<file path="config.mk">
export PLATFORM = sky130hd
export DESIGN_NAME = rcnh_sqrt
export DESIGN_NICKNAME = d
export VERILOG_FILES = /design/src/hdl/rcnh_pkg.sv /design/src/hdl/rcnh_sqrt.sv
export SDC_FILE = /design/constraint.sdc
export NUM_CORES = 2
export LEC_CHECK = 0
export ABC_AREA = 0
export BUFFER_PORTS_ARGS = -buffer_cell sky130_fd_sc_hd__buf_2
export CAP_MARGIN = 20
export CORE_MARGIN = 5
export CORE_UTILIZATION = 45
export CTS_CLUSTER_DIAMETER = 30
export DETAILED_ROUTE_END_ITERATION = 12
export GPL_ROUTABILITY_DRIVEN = 0
export PLACE_DENSITY = 0.69
export REMOVE_ABC_BUFFERS = 1
export SKIP_CTS_REPAIR_TIMING = 1
export SLEW_MARGIN = 20
export SYNTH_ARGS = -nofsm -noshare
export SYNTH_HDL_FRONTEND = slang
export SYNTH_SLANG_ARGS = --single-unit
</file>
<file path="constraint.sdc">
create_clock -name clock -period 7.7 [get_ports clock]
set_input_delay 1.155 -clock clock [delete_from_list [all_inputs] [get_ports clock]]
set_output_delay 1.155 -clock clock [all_outputs]
set_load 0.01 [all_outputs]
</file>
<file path="src/hdl/rcnh_pkg.sv">
package rcnh_pkg;

   localparam int COORD_W = 24;
   localparam int DIFF_W  = 25;
   localparam int DIR_W   = 16;
   localparam int PROJ_W  = 42;
   localparam int P_W     = 27;
   localparam int D2_W    = 50;
   localparam int P2_W    = 54;
   localparam int R2_W    = 34;
   localparam int RAD_W   = 56;
   localparam int ROOT_W  = RAD_W / 2;
   localparam int REM_W   = ROOT_W + 2;
   localparam int T_W     = 29;
   localparam int DIST_W  = 19;
   localparam int RADIUS_W = 16;
   localparam int IDX_OUT_W = 4;
   localparam logic [RADIUS_W-1:0] RADIUS_RESET = 16'd1835;

   localparam logic OP_WRITE = 1'b0;
   localparam logic OP_QUERY = 1'b1;

   typedef struct packed {
      logic vld;
      logic last;
      logic cand;
   } tag_type;

   typedef enum logic [1:0] {
      ST_IDLE,
      ST_ISSUE,
      ST_DRAIN,
      ST_DONE
   } state_type;

endpackage

</file>
<file path="src/hdl/rcnh_sqrt.sv">
module rcnh_sqrt #(
   parameter int IW = 4
) (
   input  logic                        clock,
   input  logic                        reset,
   input  logic [rcnh_pkg::RAD_W-1:0]  rad,
   input  logic [rcnh_pkg::P_W-1:0]    in_proj,
   input  logic [IW-1:0]               in_idx,
   input  rcnh_pkg::tag_type           in_tag,
   output logic [rcnh_pkg::ROOT_W-1:0] root,
   output logic [rcnh_pkg::P_W-1:0]    out_proj,
   output logic [IW-1:0]               out_idx,
   output rcnh_pkg::tag_type           out_tag
);
   import rcnh_pkg::*;

   logic [RAD_W-1:0]  v_ff    [ROOT_W+1];
   logic [REM_W-1:0]  rem_ff  [ROOT_W+1];
   logic [ROOT_W-1:0] root_ff [ROOT_W+1];
   logic [P_W-1:0]    p_ff    [ROOT_W+1];
   logic [IW-1:0]     idx_ff  [ROOT_W+1];
   tag_type           tag_ff  [ROOT_W+1];

   always_comb begin
      v_ff[0]    = rad;
      rem_ff[0]  = '0;
      root_ff[0] = '0;
      p_ff[0]    = in_proj;
      idx_ff[0]  = in_idx;
      tag_ff[0]  = in_tag;
   end

   for (genvar k = 0; k < ROOT_W; k++) begin : g_step
      logic [REM_W-1:0] rem_sh;
      logic [REM_W-1:0] trial;
      logic take;

      assign rem_sh = {rem_ff[k][REM_W-3:0], v_ff[k][RAD_W-1:RAD_W-2]};
      assign trial  = {root_ff[k], 2'b01};
      assign take   = rem_sh >= trial;

      always_ff @(posedge clock) begin
         v_ff[k+1]    <= {v_ff[k][RAD_W-3:0], 2'b00};
         rem_ff[k+1]  <= take ? rem_sh - trial : rem_sh;
         root_ff[k+1] <= {root_ff[k][ROOT_W-2:0], take};
         p_ff[k+1]    <= p_ff[k];
         idx_ff[k+1]  <= idx_ff[k];
      end

      always_ff @(posedge clock) begin
         if (reset) begin
            tag_ff[k+1] <= '0;
         end else begin
            tag_ff[k+1] <= tag_ff[k];
         end
      end
   end

   assign root     = root_ff[ROOT_W];
   assign out_proj = p_ff[ROOT_W];
   assign out_idx  = idx_ff[ROOT_W];
   assign out_tag  = tag_ff[ROOT_W];

endmodule

</file>
* Yosys cells after proc, flatten, opt, wreduce, memory -nomap -nowiden
Index checks and enable logic that the tools add are counted.
Word-level totals: bits in registers 2845, logic and storage cells 305
Operators by class: $lt $le $gt $ge 28, mux-type cells 27, add/sub/neg operators 27
Operator list (count):
- $mux W28 | 26
- $ge A30 B10 Y1 | 1
- $ge A30 B11 Y1 | 1
- $ge A30 B12 Y1 | 1
- $ge A30 B13 Y1 | 1
- $ge A30 B14 Y1 | 1
- $ge A30 B15 Y1 | 1
- $ge A30 B16 Y1 | 1
- $ge A30 B17 Y1 | 1
- $ge A30 B18 Y1 | 1
- $ge A30 B19 Y1 | 1
- $ge A30 B20 Y1 | 1
- $ge A30 B21 Y1 | 1
- $ge A30 B22 Y1 | 1
- $ge A30 B23 Y1 | 1
- $ge A30 B24 Y1 | 1
- $ge A30 B25 Y1 | 1
- $ge A30 B26 Y1 | 1
- $ge A30 B27 Y1 | 1
- $ge A30 B28 Y1 | 1
- $ge A30 B29 Y1 | 1
- $ge A30 B3 Y1 | 1
- $ge A30 B4 Y1 | 1
- $ge A30 B5 Y1 | 1
- 33 further kinds | 33

* Logic depth before layout (Yosys ltp)
word-level depth 2, depth in mapped cells 14, depth with buffers taken out 12

* Worst setup path before layout
No wires, ideal clock.
path type register to register, start register root_ff (netlist bit g_step[24].trial[7]), end register rem_ff (netlist bit g_step[25].rem_sh[20]), cell stages (with the launch flop) 15, slack 4.547 ns, clock period less this slack 3.153 ns, data required time 7.613 ns, library setup time 0.087 ns, arrival 3.066 ns, cells stage by stage dfxtp_1 > inv_1 > ha_1 > clkbuf_1 > a21oi_1 > nor2_1 > o41ai_1 > o21ai_1 > a22o_1 > a31o_2 > a211oi_1 > clkbuf_1 > clkbuf_1 > nand2_1 > o31ai_1
Between the ends: word-level cells in the longest chain between the ends 2, elaborated cells between the ends (all ways) 3, those cells by class 1 x add/sub; 1 x order compare; 1 x mux
RTL lines:
- from (decl) | line rcnh_sqrt.sv:19 | logic [ROOT_W-1:0] root_ff [ROOT_W+1];
- from (signal, indexed assignment) | line rcnh_sqrt.sv:45 | root_ff[k+1] <= {root_ff[k][ROOT_W-2:0], take};
- $sub A28 B26 Y28 / $ge A30 B26 Y1 (equally long branches) | line rcnh_sqrt.sv:44, rcnh_sqrt.sv:40
- $mux W28 (*) | line rcnh_sqrt.sv:44 | rem_ff[k+1] <= take ? rem_sh - trial : rem_sh;
- to (signal, indexed assignment) | line rcnh_sqrt.sv:44
- to (decl) | line rcnh_sqrt.sv:18 | logic [REM_W-1:0] rem_ff [ROOT_W+1];
Mark *: on every way between the ends. The rest lies on a longest branch, timed or not. A chain may end at the register's enable or synchronous reset.

* Worst setup path after layout
start register root_ff (netlist bit g_step[11].trial[2]), end register rem_ff (netlist bit g_step[12].rem_sh[25])
Between the ends: word-level cells in the longest chain between the ends 2, elaborated cells between the ends (all ways) 3, those cells by class 1 x add/sub; 1 x order compare; 1 x mux
RTL lines (line):
- $sub A28 B13 Y28 / $ge A30 B13 Y1 (equally long branches) | rcnh_sqrt.sv:44, rcnh_sqrt.sv:40
- $mux W28 (*) | rcnh_sqrt.sv:44
Marks and branches as above.

==> results_dict.tcl <==
set metrics [dict create \
    crit_fanout 18 \
    rows 162 \
    min_path_type "flip-flop to flip-flop" \
    drive_gt1_share_pct 12.82 \
    die-area_um2 204600 \
    cts_buffer_depth 4 \
    cts_tree "done" \
    report.final.slew_viol_count 0 \
    cts_root_buffer "clkbuf_16" \
    finalNonFillerCells 11198 \
    die_y_um 452.3 \
    crit_cells 12 \
    power.density_nw_per_um2 395.3 \
    cts_buffers 453 \
    syn_inst 7736 \
    power.static_leakage_nw 49.25 \
    critPathKind "flip-flop to flip-flop" \
    dp_cells 10375 \
    io-pin-count 154 \
    critPathBufInv 2 \
    syn_avg_cell_area_um2 11.38 \
    drc 0 \
    max_slew_margin_pct 32.88 \
    fin_crit_sh_pct 48.50 \
    crit_family "simple AND/OR/NAND/NOR gates" \
    fin_nets 8734 \
    ant_nets 0 \
    start_util_pct 45.19 \
    skew_ns 0.08286 \
    post_synth_and_or_nand_nor_area_fraction_pct 9.979 \
    cap_violations 0 \
    wl_mm 154.0 \
    synthMuxAreaShare_pct 1.084 \
    slowest_stage "clkinv_1" \
    h-tree-depth 5 \
    grt_max_degree 85 \
    yosysSeqAreaShare_pct 64.40 \
    synth_top_family_by_area "simple AND/OR/NAND/NOR gates" \
    r2r_cells 12 \
    status "finished clean" \
    core_area_um2 194800 \
    max_stage_delay_ns 0.55 \
    cts_sinks 2832 \
    clk_latency_ns 0.96 \
    end_kind "flip-flop" \
    grt_usage_pct 14.96 \
    critPathRequiredTime_ns 8.48 \
    crit_top_cell "nor4_1" \
    die_w_um 452.3 \
    whs_path_depth 0 \
    netlist_area_um2 88030 \
    arrival_ns 4.51 \
    grt_pass1_wl_mm 259.0 \
    clkTransAtPathRegs_ns 0.07 \
    yosys.area_share.xor_xnor_pct 5.910 \
    area_delta_synth_final_pct 21.98 \
    antenna_found_initial 2 \
    synth_ff_type "dfxtp_1" \
    tns_ns 0 \
    vdd_drop_max_mv 0.2705 \
    synth_cell_type_count 84 \
    wl_per_cell_um 13.76 \
    firstDrtPassIters 5 \
    critPathLaunchType "flip-flop" \
    synthArstFlopShare_pct 0 \
    dp_hpwl_mm 106.7 \
    rsz0062_at_grt "no" \
    grt_pass1_vias 54713 \
    drt_iter0_drc 2904 \
    synthAdderAreaFrac_pct 6.197 \
    synth_compound_area_share_pct 9.239 \
    synth_seq_cells 2832 \
    tightest_slew_ns 1.005 \
    power_w 0.04244 \
    fmaxAchievable_mhz 267.8 \
    yosys_warnings 0 \
    synth_edf_count 0 \
    final-setup-viol-count 0 \
    place.port_buffers 153 \
    num_vias 53983 \
    hold_violations 0 \
    period_needed_ns 3.734 \
    via_per_inst 4.821 \
    globalRoute.totalOverflow 0 \
    path_cells "inv_1, ha_1, nor2b_1, o21a_1, o21ai_0, a21oi_1, nor4_1, and2_1, clkinv_1, nand4_1, nor4_1, xor2_1" \
]
## synth_stat cells, types with 33 or more instances
cell,count,area [µm²]
nand2b_1,72,450.4
mux2_2,75,844.6
xor2_1,297,2601
or4_1,39,292.8
a21o_1,146,1096
nor3_1,159,795.8
nand3_1,113,565.5
inv_1,545,2046
xnor2_1,297,2601
nor4_1,85,531.8
o21bai_1,33,247.7
nor2_1,425,1595
ha_1,436,5455
nor2b_1,143,894.6
o21a_1,80,600.6
or3_1,68,425.4
buf_4,35,262.8
a21oi_1,429,2147
a31oi_1,39,244.0
and3_1,36,225.2
clkbuf_1,117,439.2
dfxtp_1,2832,56690
nand2_1,440,1652
o21ai_0,339,1697
nand4_1,50,312.8
## cell families (layout without fill, tap and decap cells)
| group | after synthesis | after routing |
|---|---|---|
| xor gates and xnor gates | 594 | 594 |
| buffers and inverters | 707 | 1542 |
| AOI/OAI and AO/OA | 1320 | 1320 |
| other | 1 | 4 |
| muxes | 86 | 86 |
| adders and majority gates | 436 | 436 |
| DFF | 2832 | 2832 |
| and+or+nand+nor | 1760 | 1760 |
## layout by cell type, fill, tap and decap left out, types with 85 or more instances in the layout
master,count
a21o_1,146
a21oi_1,429
buf_2,153
clkbuf_16,457
dfxtp_1,2832
ha_1,436
inv_1,545
nand2_1,440
nand3_1,113
nor2_1,425
nor2b_1,143
nor3_1,158
nor4_1,85
o21ai_0,339
xnor2_1,297
xor2_1,297
## worst paths after layout
| path | start | slack (ns) | to |
|---|---|---|---|
| max | g_step[11].trial[2]$_DFF_P_ | 3.97 | g_step[12].rem_sh[25]$_DFF_P_ |
| min | v_ff[1037]$_DFF_P_ | 0.27 | v_ff[983]$_DFF_P_ |
| max reg2reg | g_step[11].trial[2]$_DFF_P_ | 3.97 | g_step[12].rem_sh[25]$_DFF_P_ |
| min reg2reg | v_ff[1037]$_DFF_P_ | 0.27 | v_ff[983]$_DFF_P_ |
## cell type report
cell class | instances | area (µm²)
diodes | 3 | 7.507
clock buffers | 530 | 12100
clock inverters | 290 | 3670
fillers | 15956 | 87410
inverters | 547 | 2053
multi-input cells | 4197 | 28640
flip-flops and latches | 2832 | 56690
well taps | 2624 | 3283
repair buffers | 175 | 930.9
## stage by stage
step                hold WS [ns]  util, %  setup slack [ns]  area, µm²
floorplan                 0.3096        -             2.396      87280
global placement          0.3095    47.02             4.071      91590
detailed placement        0.3121    47.02             3.938      91590
CTS                       0.2025    55.11             3.931     107400
global route              0.2326    55.12             3.572     107400
finish                    0.2686    55.12             3.966     107400
## sequential cells by signal (all words and copies together), names as in the netlist
name,cells
p_ff,729
idx_ff,108
out_idx,4
tag_ff,81
out_tag,3
v_ff,702
g_step.rem_sh,772
out_proj,27
g_step.trial,378
root,28
## power by group
| group | internal [W] | switching [W] | total [W] |
|---|---|---|---|
| Sequential | 0.0165 | 0.00121 | 0.0178 |
| Clock | 0.0132 | 0.00703 | 0.0202 |
| Combinational | 0.00203 | 0.00245 | 0.00448 |
## metal layers
layer	routed length, µm	global-route usage (%)
met1	65610	17.62
met2	73950	25.56
met3	8017	3.435
met4	6456	7.683
met5	10	0
## worst reg2reg max path, cell delays in order, from the launching register on
cell and delay (ns):
dfxtp_1 0.32, inv_1 0.05, ha_1 0.32, nor2b_1 0.16
o21a_1 0.17, o21ai_0 0.31, a21oi_1 0.14, nor4_1 0.43
and2_1 0.44, clkinv_1 0.55, nand4_1 0.45, nor4_1 0.10
xor2_1 0.15
Note: power is estimated with default switching activity, not from simulation.
