`src/hdl/rcnh_pkg.sv`:
```
package rcnh_pkg;

   localparam int COORD_W = 24;
   localparam int DIFF_W  = 25;
   localparam int DIR_W   = 16;
   localparam int PROJ_W  = 42;
   localparam int P_W     = 27;
   localparam int D2_W    = 50;
   localparam int P2_W    = 54;
   localparam int R2_W    = 34;
   localparam int RAD_W   = 56;
   localparam int ROOT_W  = RAD_W / 2;
   localparam int REM_W   = ROOT_W + 2;
   localparam int T_W     = 29;
   localparam int DIST_W  = 19;
   localparam int RADIUS_W = 16;
   localparam int IDX_OUT_W = 4;
   localparam logic [RADIUS_W-1:0] RADIUS_RESET = 16'd1835;

   localparam logic OP_WRITE = 1'b0;
   localparam logic OP_QUERY = 1'b1;

   typedef struct packed {
      logic vld;
      logic last;
      logic cand;
   } tag_type;

   typedef enum logic [1:0] {
      ST_IDLE,
      ST_ISSUE,
      ST_DRAIN,
      ST_DONE
   } state_type;

endpackage

```
`src/hdl/rcnh_table.sv`:
```
module rcnh_table #(
   parameter int NUM_ENTRIES = 16,
   parameter int IW = 4
) (
   input  logic                          clock,
   input  logic                          reset,
   input  logic                          wr_en,
   input  logic [IW-1:0]                 wr_addr,
   input  logic [rcnh_pkg::COORD_W-1:0]  wr_x,
   input  logic [rcnh_pkg::COORD_W-1:0]  wr_y,
   input  logic                          wr_act,
   input  logic                          rd_en,
   input  logic                          rd_last,
   input  logic [IW-1:0]                 rd_addr,
   output logic [rcnh_pkg::COORD_W-1:0]  rd_x,
   output logic [rcnh_pkg::COORD_W-1:0]  rd_y,
   output logic [IW-1:0]                 rd_idx,
   output rcnh_pkg::tag_type             rd_tag
);
   import rcnh_pkg::*;

   logic [2*COORD_W-1:0] mem [NUM_ENTRIES];
   logic [NUM_ENTRIES-1:0] act_ff;
   logic [2*COORD_W-1:0] rd_data_ff;
   logic [IW-1:0] idx_ff;
   tag_type tag_ff;

   always_ff @(posedge clock) begin
      if (wr_en) begin
         mem[wr_addr] <= {wr_y, wr_x};
      end
      rd_data_ff <= mem[rd_addr];
      idx_ff <= rd_addr;
   end

   always_ff @(posedge clock) begin
      if (reset) begin
         act_ff <= '0;
         tag_ff <= '0;
      end else begin
         if (wr_en) begin
            act_ff[wr_addr] <= wr_act;
         end
         tag_ff.vld  <= rd_en;
         tag_ff.last <= rd_last;
         tag_ff.cand <= rd_en & act_ff[rd_addr];
      end
   end

   assign rd_x   = rd_data_ff[COORD_W-1:0];
   assign rd_y   = rd_data_ff[2*COORD_W-1:COORD_W];
   assign rd_idx = idx_ff;
   assign rd_tag = tag_ff;

endmodule

```
`config.mk`:
```
export PLATFORM = sky130hd
export DESIGN_NAME = rcnh_table
export DESIGN_NICKNAME = d
export VERILOG_FILES = /design/src/hdl/rcnh_pkg.sv /design/src/hdl/rcnh_table.sv
export SDC_FILE = /design/constraint.sdc
export NUM_CORES = 1
export LEC_CHECK = 0
export ABC_CLOCK_PERIOD_IN_PS = 15000
export BUFFER_PORTS_ARGS = -buffer_cell sky130_fd_sc_hd__buf_2
export CORE_MARGIN = 5
export CORE_UTILIZATION = 39
export CTS_BUF_LIST = sky130_fd_sc_hd__clkbuf_16
export DETAILED_ROUTE_END_ITERATION = 6
export PLACE_DENSITY = 0.61
export SETUP_SLACK_MARGIN = 0.4
export SLEW_MARGIN = 20
export SYNTH_ARGS = -nofsm -noshare
export SYNTH_HDL_FRONTEND = slang
export SYNTH_SLANG_ARGS = --single-unit
```
`constraint.sdc`:
```
create_clock -name clock -period 15 [get_ports clock]
set_clock_uncertainty 0.1 [all_clocks]
set_input_delay 1.5 -clock clock [delete_from_list [all_inputs] [get_ports clock]]
set_output_delay 1.5 -clock clock [all_outputs]
set_load 0.02 [all_outputs]
```
# After elaboration in Yosys (flattened, before gate mapping)
# Memory sizes are Yosys's and may differ from the RTL's. A register that Yosys moved wholly into a read port is not among the register bits.
# Cells that the tools add are included.
[word_totals]
input_bits = 62
wordCells = 18
register_bits = 23
mem_bits_rw = 768
out_inout_bits = 55
mem_count = 1
[mem_list]
columns = ["name", "depth", "word_bits", "read_ports", "rd_clocked_by_memory_dff", "wr", "line", "text"]
rows = [
  ["mem", 16, 48, 1, 1, 1, "rcnh_table.sv:22", "logic [2*COORD_W-1:0] mem [NUM_ENTRIES];"],
]
[classes]
n_reduce_logical = 1
order_cmp = 3
mux = 7
n_bitwise = 1
[ops]
columns = ["operator", "n"]
rows = [
  ["bitwise mux 16 bit", 1],
  ["less-than comparator 4 x 5 -> 1 bit, second input constant", 2],
  ["binary-select mux 1 bit (select 4 bit)", 1],
  ["demux 1 bit (select 4 bit)", 1],
  ["greater-or-equal comparator 4 x 1 -> 1 bit, second input constant", 1],
  ["2-to-1 mux 1 bit", 4],
  ["bitwise AND 1 bit", 1],
  ["logical AND 1 bit", 1],
]

# Logic depth before layout (Yosys ltp)
# Gate-level depths: netlist of run 1.
[depth]
word_depth = 5
ltp_mapped = 7
ltp_nobuf = 4

# Worst setup path before layout of run 1
# No wires, ideal clock.
[synth_path]
path_type = "input -> register"
startpoint = "in wr_addr[0]"
endpoint = "reg act_ff[0]"
path_slack_ns = 8.845
stages = 5
required_ns = 14.772
t_arrival_ns = 5.927
setup_ns = 0.128
path_buffers = 1
path_cell_list = "or3b_2 -> clkbuf_1 -> nor3_1 -> mux2i_1 -> nor2_1"
[synth_via]
elab_chain_cells = 5
word_cells_on_any_way = 6
cone_classes = "order compare (2); mux (3); reduce/logical (1)"
[synth_lines]
columns = ["item", "line", "text"]
rows = [
  ["start: declaration", "rcnh_table.sv:8", "input logic [IW-1:0] wr_addr,"],
  ["less-than comparator 4 x 5 -> 1 bit (not written as such) / greater-or-equal comparator 4 x 1 -> 1 bit (equally long branches)", "rcnh_table.sv:42", "act_ff[wr_addr] <= wr_act;"],
  ["logical AND 1 bit (not written as such)", "rcnh_table.sv:42", ""],
  ["2-to-1 mux 1 bit (not written as such)", "rcnh_table.sv:42", ""],
  ["demux 1 bit (select 4 bit) *", "rcnh_table.sv:42", ""],
  ["bitwise mux 16 bit *", "rcnh_table.sv:42", ""],
  ["end signal: indexed assignment", "rcnh_table.sv:42", ""],
  ["end: declaration", "rcnh_table.sv:23", "logic [NUM_ENTRIES-1:0] act_ff;"],
]
# Every way passes the cells marked *; elsewhere a longest branch is shown, timed or not.
# A chain may end at the register's enable or synchronous reset.

==> results of run 1 <==
## per-stage QoR
step	hold slack, ns	utilization (%)	instance area, um^2	total power, mW
floorplan	0.349	-	30500	2.82
global placement	0.360	41.8	32400	2.92
detailed placement	0.367	41.8	32400	2.93
CTS	0.375	45.4	35200	5.03
global route	0.398	45.4	35200	5.15
finish	0.377	45.4	35200	4.97
## area by class of cell
cell class                 instances  area (um^2)
fill                            6475        42300
sequential                       839        24500
multi-input combinational        374         5850
clock buffer                      88         2200
tap                             1040         1300
timing repair buffer             143          802
clock inverter                    70          591
antenna                            4         10.0
inverter                           1         3.75
## power breakdown
group,total [mW],internal [mW],switching (mW)
combinational,0.243,0.0968,0.146
clock,2.10,1.22,0.873
sequential,2.63,2.61,0.0193
total,4.97,3.93,1.04
## cells in the final DEF, fill, tap and decap left out, types with 3 or more instances in the layout
| cell type | synthesis | final |
|---|---|---|
| clkbuf_16 | 0 | 88 |
| buf_2 | 18 | 114 |
| buf_4 | 5 | 27 |
| clkinv_2 | 0 | 14 |
| a221o_1 | 48 | 48 |
| bufinv_16 | 0 | 9 |
| nor2_4 | 0 | 14 |
| nor3_2 | 0 | 4 |
| nand3_1 | 3 | 3 |
| clkinv_1 | 0 | 17 |
| o21ai_0 | 12 | 12 |
| a21oi_1 | 12 | 12 |
| nand2_1 | 14 | 14 |
| inv_6 | 0 | 3 |
| mux2i_1 | 7 | 7 |
| inv_1 | 1 | 19 |
| diode_2 | 0 | 4 |
| edfxtp_1 | 768 | 768 |
| clkinvlp_4 | 0 | 6 |
| dfxtp_1 | 71 | 71 |
| nor2_1 | 18 | 4 |
| a22o_1 | 48 | 48 |
| mux4_2 | 194 | 194 |
## cell usage after synthesis
master     count
nand3b_1       2
buf_6          3
a311o_1        1
a221o_1       48
nor2_1        18
o22ai_1        1
buf_1          8
and2_1         1
nand2b_1       2
clkbuf_1      35
nor2b_1        3
mux4_2       194
nand3_1        3
o21ai_0       12
o2111ai_1      1
a21boi_1       1
nor3_1         4
buf_4          5
a21oi_1       12
edfxtp_1     768
buf_2         18
a22o_1        48
dfxtp_1       71
nand2_1       14
mux2i_1        7
inv_1          1
or3b_2         1
mux2_1         1
## cells by family after synthesis
| logic type | Yosys count | share of synthesized area (%) |
|---|---|---|
| and+or+nand+nor | 48 | 0.709 |
| muxes | 202 | 14.6 |
| DFF | 839 | 80.2 |
| AOI/OAI and AO/OA | 124 | 3.45 |
| buffers and inverters | 70 | 1.07 |
## flip-flops by register name, summed over array words and instances (netlist names)
| register | cells |
|---|---|
| rd_data_ff | 48 |
| rd_idx | 4 |
| mem | 768 |
| act_ff | 16 |
| rd_tag | 3 |
## worst paths after layout
check / slack, ns / cells after the start / start / endpoint
setup / recovery: 10.34 / 6 / rd_addr[0] / rd_data_ff[27]
hold / removal: 0.38 / 2 / act_ff[10] / act_ff[10]
setup reg to reg: 13.36 / 3 / mem[11][32] / rd_data_ff[32]
hold reg to reg: 0.38 / 2 / act_ff[10] / act_ff[10]
## worst max-delay path, delay by kind of cell
kind	cells	cell delay, ns
buf+inv	3	2.36
compound gates	2	0.50
mux	1	0.60
## per-layer routing
layer | GRT usage (%) | wire length (um)
met1 | 22.1 | 27900
met2 | 27.9 | 34800
met3 | 3.37 | 4560
met4 | 4.48 | 1520
met5 | 0 | 69
==> impl_metrics.ini, run 1 <==
[drt]
vias = 13921
wl_um = 68900
drcViolationCount = 0
drt_iter0_markers = 1349
dr.pass1.iters = 5
wl_per_cell_um = 26.9
viasPerCell = 5.44
drtAntennaViolNets = 0

[floorplan]
die_w_um = 290
die_h_um = 290
die_area_um2 = 84000
coreArea_um2 = 77600
row_count = 102
initial_core_util_pct = 39.3
num_io_pins = 117

[placement]
place_ws_ns = 9.52
dp_hpwl_um = 31800
routabilityCongestion = 0.713
place_inst = 2397
port_buffers = 116

[synth]
syn_nets = 1345
yosys-top-cells-area = edfxtp_1 76%, mux4_2 14%, dfxtp_1 4.7%
synth_top_area_share_pct = 75.5
yosysUniqueCellTypes = 28
ys_warn_count = 0
ys_seq_elements = 839
synth-seq-area-share_pct = 80.2
syn-mean-instance-area_um2 = 23.8
netlist_area_um2 = 30500
synth_cells = 1283
yosysTopAreaCell = edfxtp_1

[setup_path]
cp_max_fo = 78
path_class = primary input to flip-flop
critPathMaxStageDelay_ns = 0.88
cp_slowest_cell = buf_4
path_cells = buf_8, buf_4, buf_4, mux4_2, a22o_1, a221o_1
startpoint_type = primary input
required_ns = 15.40
cp.arrival_ns = 5.06
crit_path_frequent_cell = buf_4
cp-end-kind = flip-flop

[finish]
syn2layout_area_growth_pct = 15.5
instances_no_fill = 2559
layout.nets = 1506
drive_gt1_share_pct = 31.7

[global_route]
grt_pass1_vias = 14775
track_usage_pct = 16.5
antenna_found_initial = 12
grt_max_degree = 79
grt_pass1_wl_um = 101000
gr-total-overflow = 0

[sta]
setup-tns-final_ns = 0
tightest_slew_ns = 1.09
fin_ws_ns = 10.34
finalHoldViolCount = 0
fmax_mhz = 215
rsz0062_at_grt = false
slew_viol_final = 0
fin_crit_sh_pct = 31.0
maxSlewHeadroom_pct = 27.5
setup_viol = 0
min_period_ns = 4.66

[clock_network]
cts_buffer_depth = 3
htree_levels = 3
clk_latency_ns = 0.63
post_cts_resized = 0
cts_hold_buffers = 0
cts_setup_buffers = 0
cts-root-buf = clkbuf_16
cts_tree = yes
clock-sinks = 839
numCtsBuffers = 85
clk_pin_slew_ns = 0.06

[pwr]
power_density_nw_per_um2 = 141
peakVddDrop_mv = 0.0933
leakagePower_nw = 11.3

[job]
max_cap_violations = 0

[outcome]
status = finished, final reports clean

[min_path]
hp-class = flip-flop to flip-flop
Power figures use the tool's default switching activity.
==> run 2: changes to the inputs <==
--- a/config.mk
+++ b/config.mk
@@ -5,13 +5,13 @@
 export SDC_FILE = /design/constraint.sdc
 export NUM_CORES = 1
 export LEC_CHECK = 0
-export ABC_CLOCK_PERIOD_IN_PS = 15000
+export ABC_CLOCK_PERIOD_IN_PS = 4200
 export BUFFER_PORTS_ARGS = -buffer_cell sky130_fd_sc_hd__buf_2
 export CORE_MARGIN = 5
 export CORE_UTILIZATION = 39
 export CTS_BUF_LIST = sky130_fd_sc_hd__clkbuf_16
 export DETAILED_ROUTE_END_ITERATION = 6
-export PLACE_DENSITY = 0.61
+export PLACE_DENSITY = 0.63
 export SETUP_SLACK_MARGIN = 0.4
 export SLEW_MARGIN = 20
 export SYNTH_ARGS = -nofsm -noshare
==> constraint.sdc (replaced) <==
create_clock -name clock -period 4.2 [get_ports clock]
set_clock_uncertainty 0.1 [all_clocks]
set_input_delay 0.42 -clock clock [delete_from_list [all_inputs] [get_ports clock]]
set_output_delay 0.42 -clock clock [all_outputs]
set_load 0.02 [all_outputs]
==> run 2 against run 1 <==
Net effect: register-to-register slack got worse by 11 ns; total power grew to 3.5 times the previous value; die area unchanged; non-clock buffer count grew 11; first-iteration DRC count shrank 18%; final cell count grew 0.16%; utilization increased by 0.17 points; wire length decreased by 4.5%; critical path depth did not move; sequential cell count unchanged; critical endpoint is now rd_data_ff[31]; largest cell class unchanged; largest power group unchanged.
==> impl_metrics.ini, run 2 (same netlist as run 1, synthesis figures left out) <==
[outcome]
status = finished, final reports clean

[min_path]
hp-class = primary input to flip-flop
hp-start = wr_y[22]
hold_depth = 1

[floorplan]
coreArea_um2 = 77600
num_io_pins = 117
initial_core_util_pct = 39.3
row_count = 102
die_h_um = 290
die_w_um = 290
die_area_um2 = 84000

[clock_network]
clk_pin_slew_ns = 0.06
numCtsBuffers = 83
cts_buffer_depth = 3
clk_latency_ns = 0.62
htree_levels = 3
cts-root-buf = clkbuf_16
cts_tree = yes
clock-sinks = 839

[finish]
top_regs = mem: 768 flops, rd_data_ff: 48 flops, act_ff: 16 flops
top_register = mem
multi_input_area_um2 = 5880
fin_area_um2 = 35400
largest_register_ffs = 768
layout_common_cells = 768 x edfxtp_1, 194 x mux4_2, 114 x buf_2, 86 x clkbuf_16, 71 x dfxtp_1
syn2layout_area_growth_pct = 15.9
diodes = 0
drive_gt1_share_pct = 31.6
instances_no_fill = 2563
seqCellArea_um2 = 24500
final_common_cell = edfxtp_1
layout.nets = 1515
num-fill-cells = 6448

[global_route]
track_usage_pct = 15.9
gr-total-overflow = 0
antenna_found_initial = 7
grt_pass1_wl_um = 98200
grt_pass1_vias = 14882
grt_max_degree = 71

[drt]
vias = 13862
route.met3.wl_um = 3400
wl_um = 65800
drt-met1-wl_um = 27500
drt_iter0_markers = 1103
drcViolationCount = 0
highest_layer = met5
dr_wl_met2_um = 33700
viasPerCell = 5.41
wl_per_cell_um = 25.7
drtAntennaViolNets = 0
dr.pass1.iters = 5

[placement]
place_inst = 2404
dp_hpwl_um = 33600
routabilityCongestion = 0.704
place_area_um2 = 32700
port_buffers = 116

[setup_path]
path_class = primary input to flip-flop
cp-end-kind = flip-flop
critPathMaxStageDelay_ns = 0.81
crit_path_start = rd_addr[2]
required_ns = 4.65
cp.arrival_ns = 2.88
path_cells = dlygate4sd3_1, buf_2, inv_1, nor2_4, buf_4, a221o_1
cp_slowest_cell = nor2_4
r2r_cells = 3
cp_max_fo = 22
startpoint_type = primary input
r2r_start = mem[10][23]

[pwr]
power.total_mw = 17.4
peakVddDrop_mv = 0.321
power_density_nw_per_um2 = 491
leakagePower_nw = 11.3

[sta]
rsz0062_at_grt = false
setup-tns-final_ns = 0
min_period_ns = 2.42
slew_viol_final = 0
tightest_slew_ns = 1.05
setup_viol = 0
maxSlewHeadroom_pct = 29.9
fmax_mhz = 413
fin_crit_sh_pct = 57.7
finalHoldViolCount = 0

[job]
max_cap_violations = 0
## run 2: final timing paths
kind,end,slack (ns)
min,mem[5][46],0.06
min reg2reg,act_ff[14],0.37
max reg2reg,rd_data_ff[23],2.50
max,rd_data_ff[31],1.78
## run 2: cell type report
| type | count | share of cell area, % |
|---|---|---|
| multi-input combinational | 374 | 16.6 |
| clock inverter | 69 | 1.35 |
| sequential | 839 | 69.2 |
| timing repair buffer | 154 | 3.06 |
| clock buffer | 86 | 6.08 |
| tap | 1040 | 3.68 |
| inverter | 1 | 0.0106 |
## run 2: where the power goes
group	internal, mW	switching, mW	leakage [nW]
logic	0.365	0.532	2.44
registers	9.33	0.0667	7.53
clock network	4.04	3.04	1.35
total	13.7	3.64	11.3
## run 2: critical path: cells and delay by family
family,cells,cell delay [ns]
buf+inv,4,1.37
simple gates,1,0.81
compound gates,1,0.24
## run 2: layer usage
metal,track usage (%),up-vias
li1,-,5884
met4,3.95,4
met5,0,-
met2,27.4,409
met3,2.65,86
met1,21.2,7479
## run 2: metrics by stage
| stage | hold slack, ns | utilization [%] | setup slack, ns |
|---|---|---|---|
| global placement | 0.359 | 42.1 | 1.48 |
| floorplan | 0.348 | - | 0.536 |
| global route | 0.0476 | 45.6 | 1.75 |
| CTS | 0.0160 | 45.6 | 1.81 |
| detailed placement | 0.368 | 42.2 | 1.45 |
| finish | 0.0581 | 45.6 | 1.78 |
## run 2: repair_timing
action,CTS,global route
buffers inserted,0,0
endpoints found under the setup margin,0,0
endpoints found under the hold margin,4,0
hold buffers,4,0
resized for setup,0,0
==> run 3: changes to the inputs <==
--- a/config.mk
+++ b/config.mk
@@ -5,7 +5,7 @@
 export SDC_FILE = /design/constraint.sdc
 export NUM_CORES = 1
 export LEC_CHECK = 0
-export ABC_CLOCK_PERIOD_IN_PS = 4200
+export ABC_CLOCK_PERIOD_IN_PS = 2200
 export BUFFER_PORTS_ARGS = -buffer_cell sky130_fd_sc_hd__buf_2
 export CORE_MARGIN = 5
 export CORE_UTILIZATION = 39
==> constraint.sdc (replaced) <==
create_clock -name clock -period 2.2 [get_ports clock]
set_clock_uncertainty 0.1 [all_clocks]
set_input_delay 0.22 -clock clock [delete_from_list [all_inputs] [get_ports clock]]
set_output_delay 0.22 -clock clock [all_outputs]
set_load 0.02 [all_outputs]
==> run 3 against run 2 <==
Net effect: first-iteration DRC count up 36%; register-to-register slack got worse by 1.9 ns; utilization rose by 1.8 points; largest power group unchanged; sequential power up 91%; total power is 95% higher.
==> impl_metrics.ini, run 3 (same netlist as run 1, synthesis figures left out) <==
[outcome]
status = finished, final reports clean

[placement]
routabilityCongestion = 0.747
dp_hpwl_um = 38600
port_buffers = 116
place_ws_ns = -0.0402
place_area_um2 = 33500

[drt]
drt_iter0_markers = 1503
wl_um = 68500
drcViolationCount = 0
drtAntennaViolNets = 0
dr_wl_met2_um = 33800
viasPerCell = 5.41
route.met3.wl_um = 4630
dr.pass1.iters = 5
wl_per_cell_um = 25.6
vias = 14465
drt-met1-wl_um = 28800
highest_layer = met5

[sta]
rsz0062_at_grt = false
fmax_mhz = 600
fin_crit_sh_pct = 75.7
maxSlewHeadroom_pct = 26.2
finalHoldViolCount = 0
setup-tns-final_ns = 0
tightest_slew_ns = 1.10
min_period_ns = 1.67
setup_viol = 0
slew_viol_final = 0
fin_ws_ns = 0.534

[global_route]
grt_max_degree = 46
track_usage_pct = 16.5
antenna_found_initial = 6
grt_pass1_wl_um = 102000
gr-total-overflow = 0
grt_pass1_vias = 15352

[clock_network]
cts-root-buf = clkbuf_16
clk_latency_ns = 0.62
post_cts_resized = 0
cts_tree = yes
clk_pin_slew_ns = 0.06
clock-sinks = 839
cts_buffer_depth = 3
numCtsBuffers = 85
htree_levels = 3
cts_setup_buffers = 0

[finish]
fin_area_um2 = 36800
syn2layout_area_growth_pct = 20.6
top_register = mem
num-fill-cells = 6373
drive_gt1_share_pct = 33.2
seqCellArea_um2 = 24500
largest_register_ffs = 768
layout.nets = 1626
multi_input_area_um2 = 5900
layout_common_cells = 768 x edfxtp_1, 194 x mux4_2, 114 x buf_2, 87 x clkbuf_16, 71 x dfxtp_1
final_common_cell = edfxtp_1
top_regs = mem: 768 flops, rd_data_ff: 48 flops, act_ff: 16 flops

[min_path]
hp-class = primary input to flip-flop

[pwr]
leakagePower_nw = 12.0
seq_power_share_pct = 53.0
power_density_nw_per_um2 = 919
p_sw_share_pct = 21.0
power_frac_clock_pct = 41.3
combPwrFrac_pct = 5.6
peakVddDrop_mv = 0.510
intPower_mw = 26.7
power.total_mw = 33.8
power.switching_mw = 7.12

[setup_path]
cp-end-kind = output pin
startpoint_type = flip-flop
cp_max_fo = 1
cp.arrival_ns = 1.35
critPathMaxStageDelay_ns = 0.48
path_class = flip-flop to output pin
required_ns = 1.88
cp_slowest_cell = dfxtp_1
cp_top_family = flip-flops
path_cells = buf_2
path_buf_inv = 1

[floorplan]
die_area_um2 = 84000
initial_core_util_pct = 39.3
row_count = 102
num_io_pins = 117
coreArea_um2 = 77600
die_w_um = 290
die_h_um = 290

[job]
max_cap_violations = 0
run 3: worst register-to-register path, cell delays in order, from the launching register on:
cell	delay [ns]
edfxtp_1	0.37
mux4_2	0.45
a22o_1	0.29
a221o_1	0.30
run 3: stage by stage:
step	instances	hold slack (ns)	util, %
after detailed placement	2459	0.337	43.1
after floorplan	1283	0.148	-
after global routing	2672	0.109	47.4
final	2674	0.110	47.4
after global placement	2459	0.346	43.1
after CTS	2672	0.0719	47.4
run 3: metal layers:
| layer | vias up | GRT usage [%] |
|---|---|---|
| met5 | - | 0 |
| met4 | 8 | 4.04 |
| met3 | 100 | 3.04 |
| met2 | 483 | 27.1 |
| met1 | 7758 | 23.1 |
| li1 | 6116 | - |
run 3: power groups by stage:
stage	Clock (mW)	Sequential, mW	Combinational, mW
detailed placement	0	18.3	1.85
CTS	14.3	17.9	1.94
finish	14.0	17.9	1.91
global route	15.1	18.0	2.04
global placement	0	18.3	1.82
floorplan	0	18.4	0.911
run 3: cell type report:
cell class / count / area share (%)
diodes: 2 / 0.0136
clock buffers: 87 / 5.92
clock inverters: 68 / 1.56
inverters: 1 / 0.0102
multi-input cells: 374 / 16.0
flip-flops and latches: 839 / 66.5
well taps: 1040 / 3.54
repair buffers: 263 / 6.41
run 3: path summary, 6_finish.rpt:
check | startpoint | to | slack [ns] | cells past startpoint
setup reg to reg | mem[8][3] | rd_data_ff[3] | 0.56 | 3
setup / recovery | rd_data_ff[5] | rd_x[5] | 0.53 | 1
hold reg to reg | act_ff[6] | act_ff[6] | 0.38 | 2
hold / removal | rd_addr[0] | rd_data_ff[7] | 0.11 | 3
run 3: what timing repair did:
action	in CTS	in global routing
hold buffers	58	0
endpoints found under the setup margin	0	0
endpoints found under the hold margin	791	0
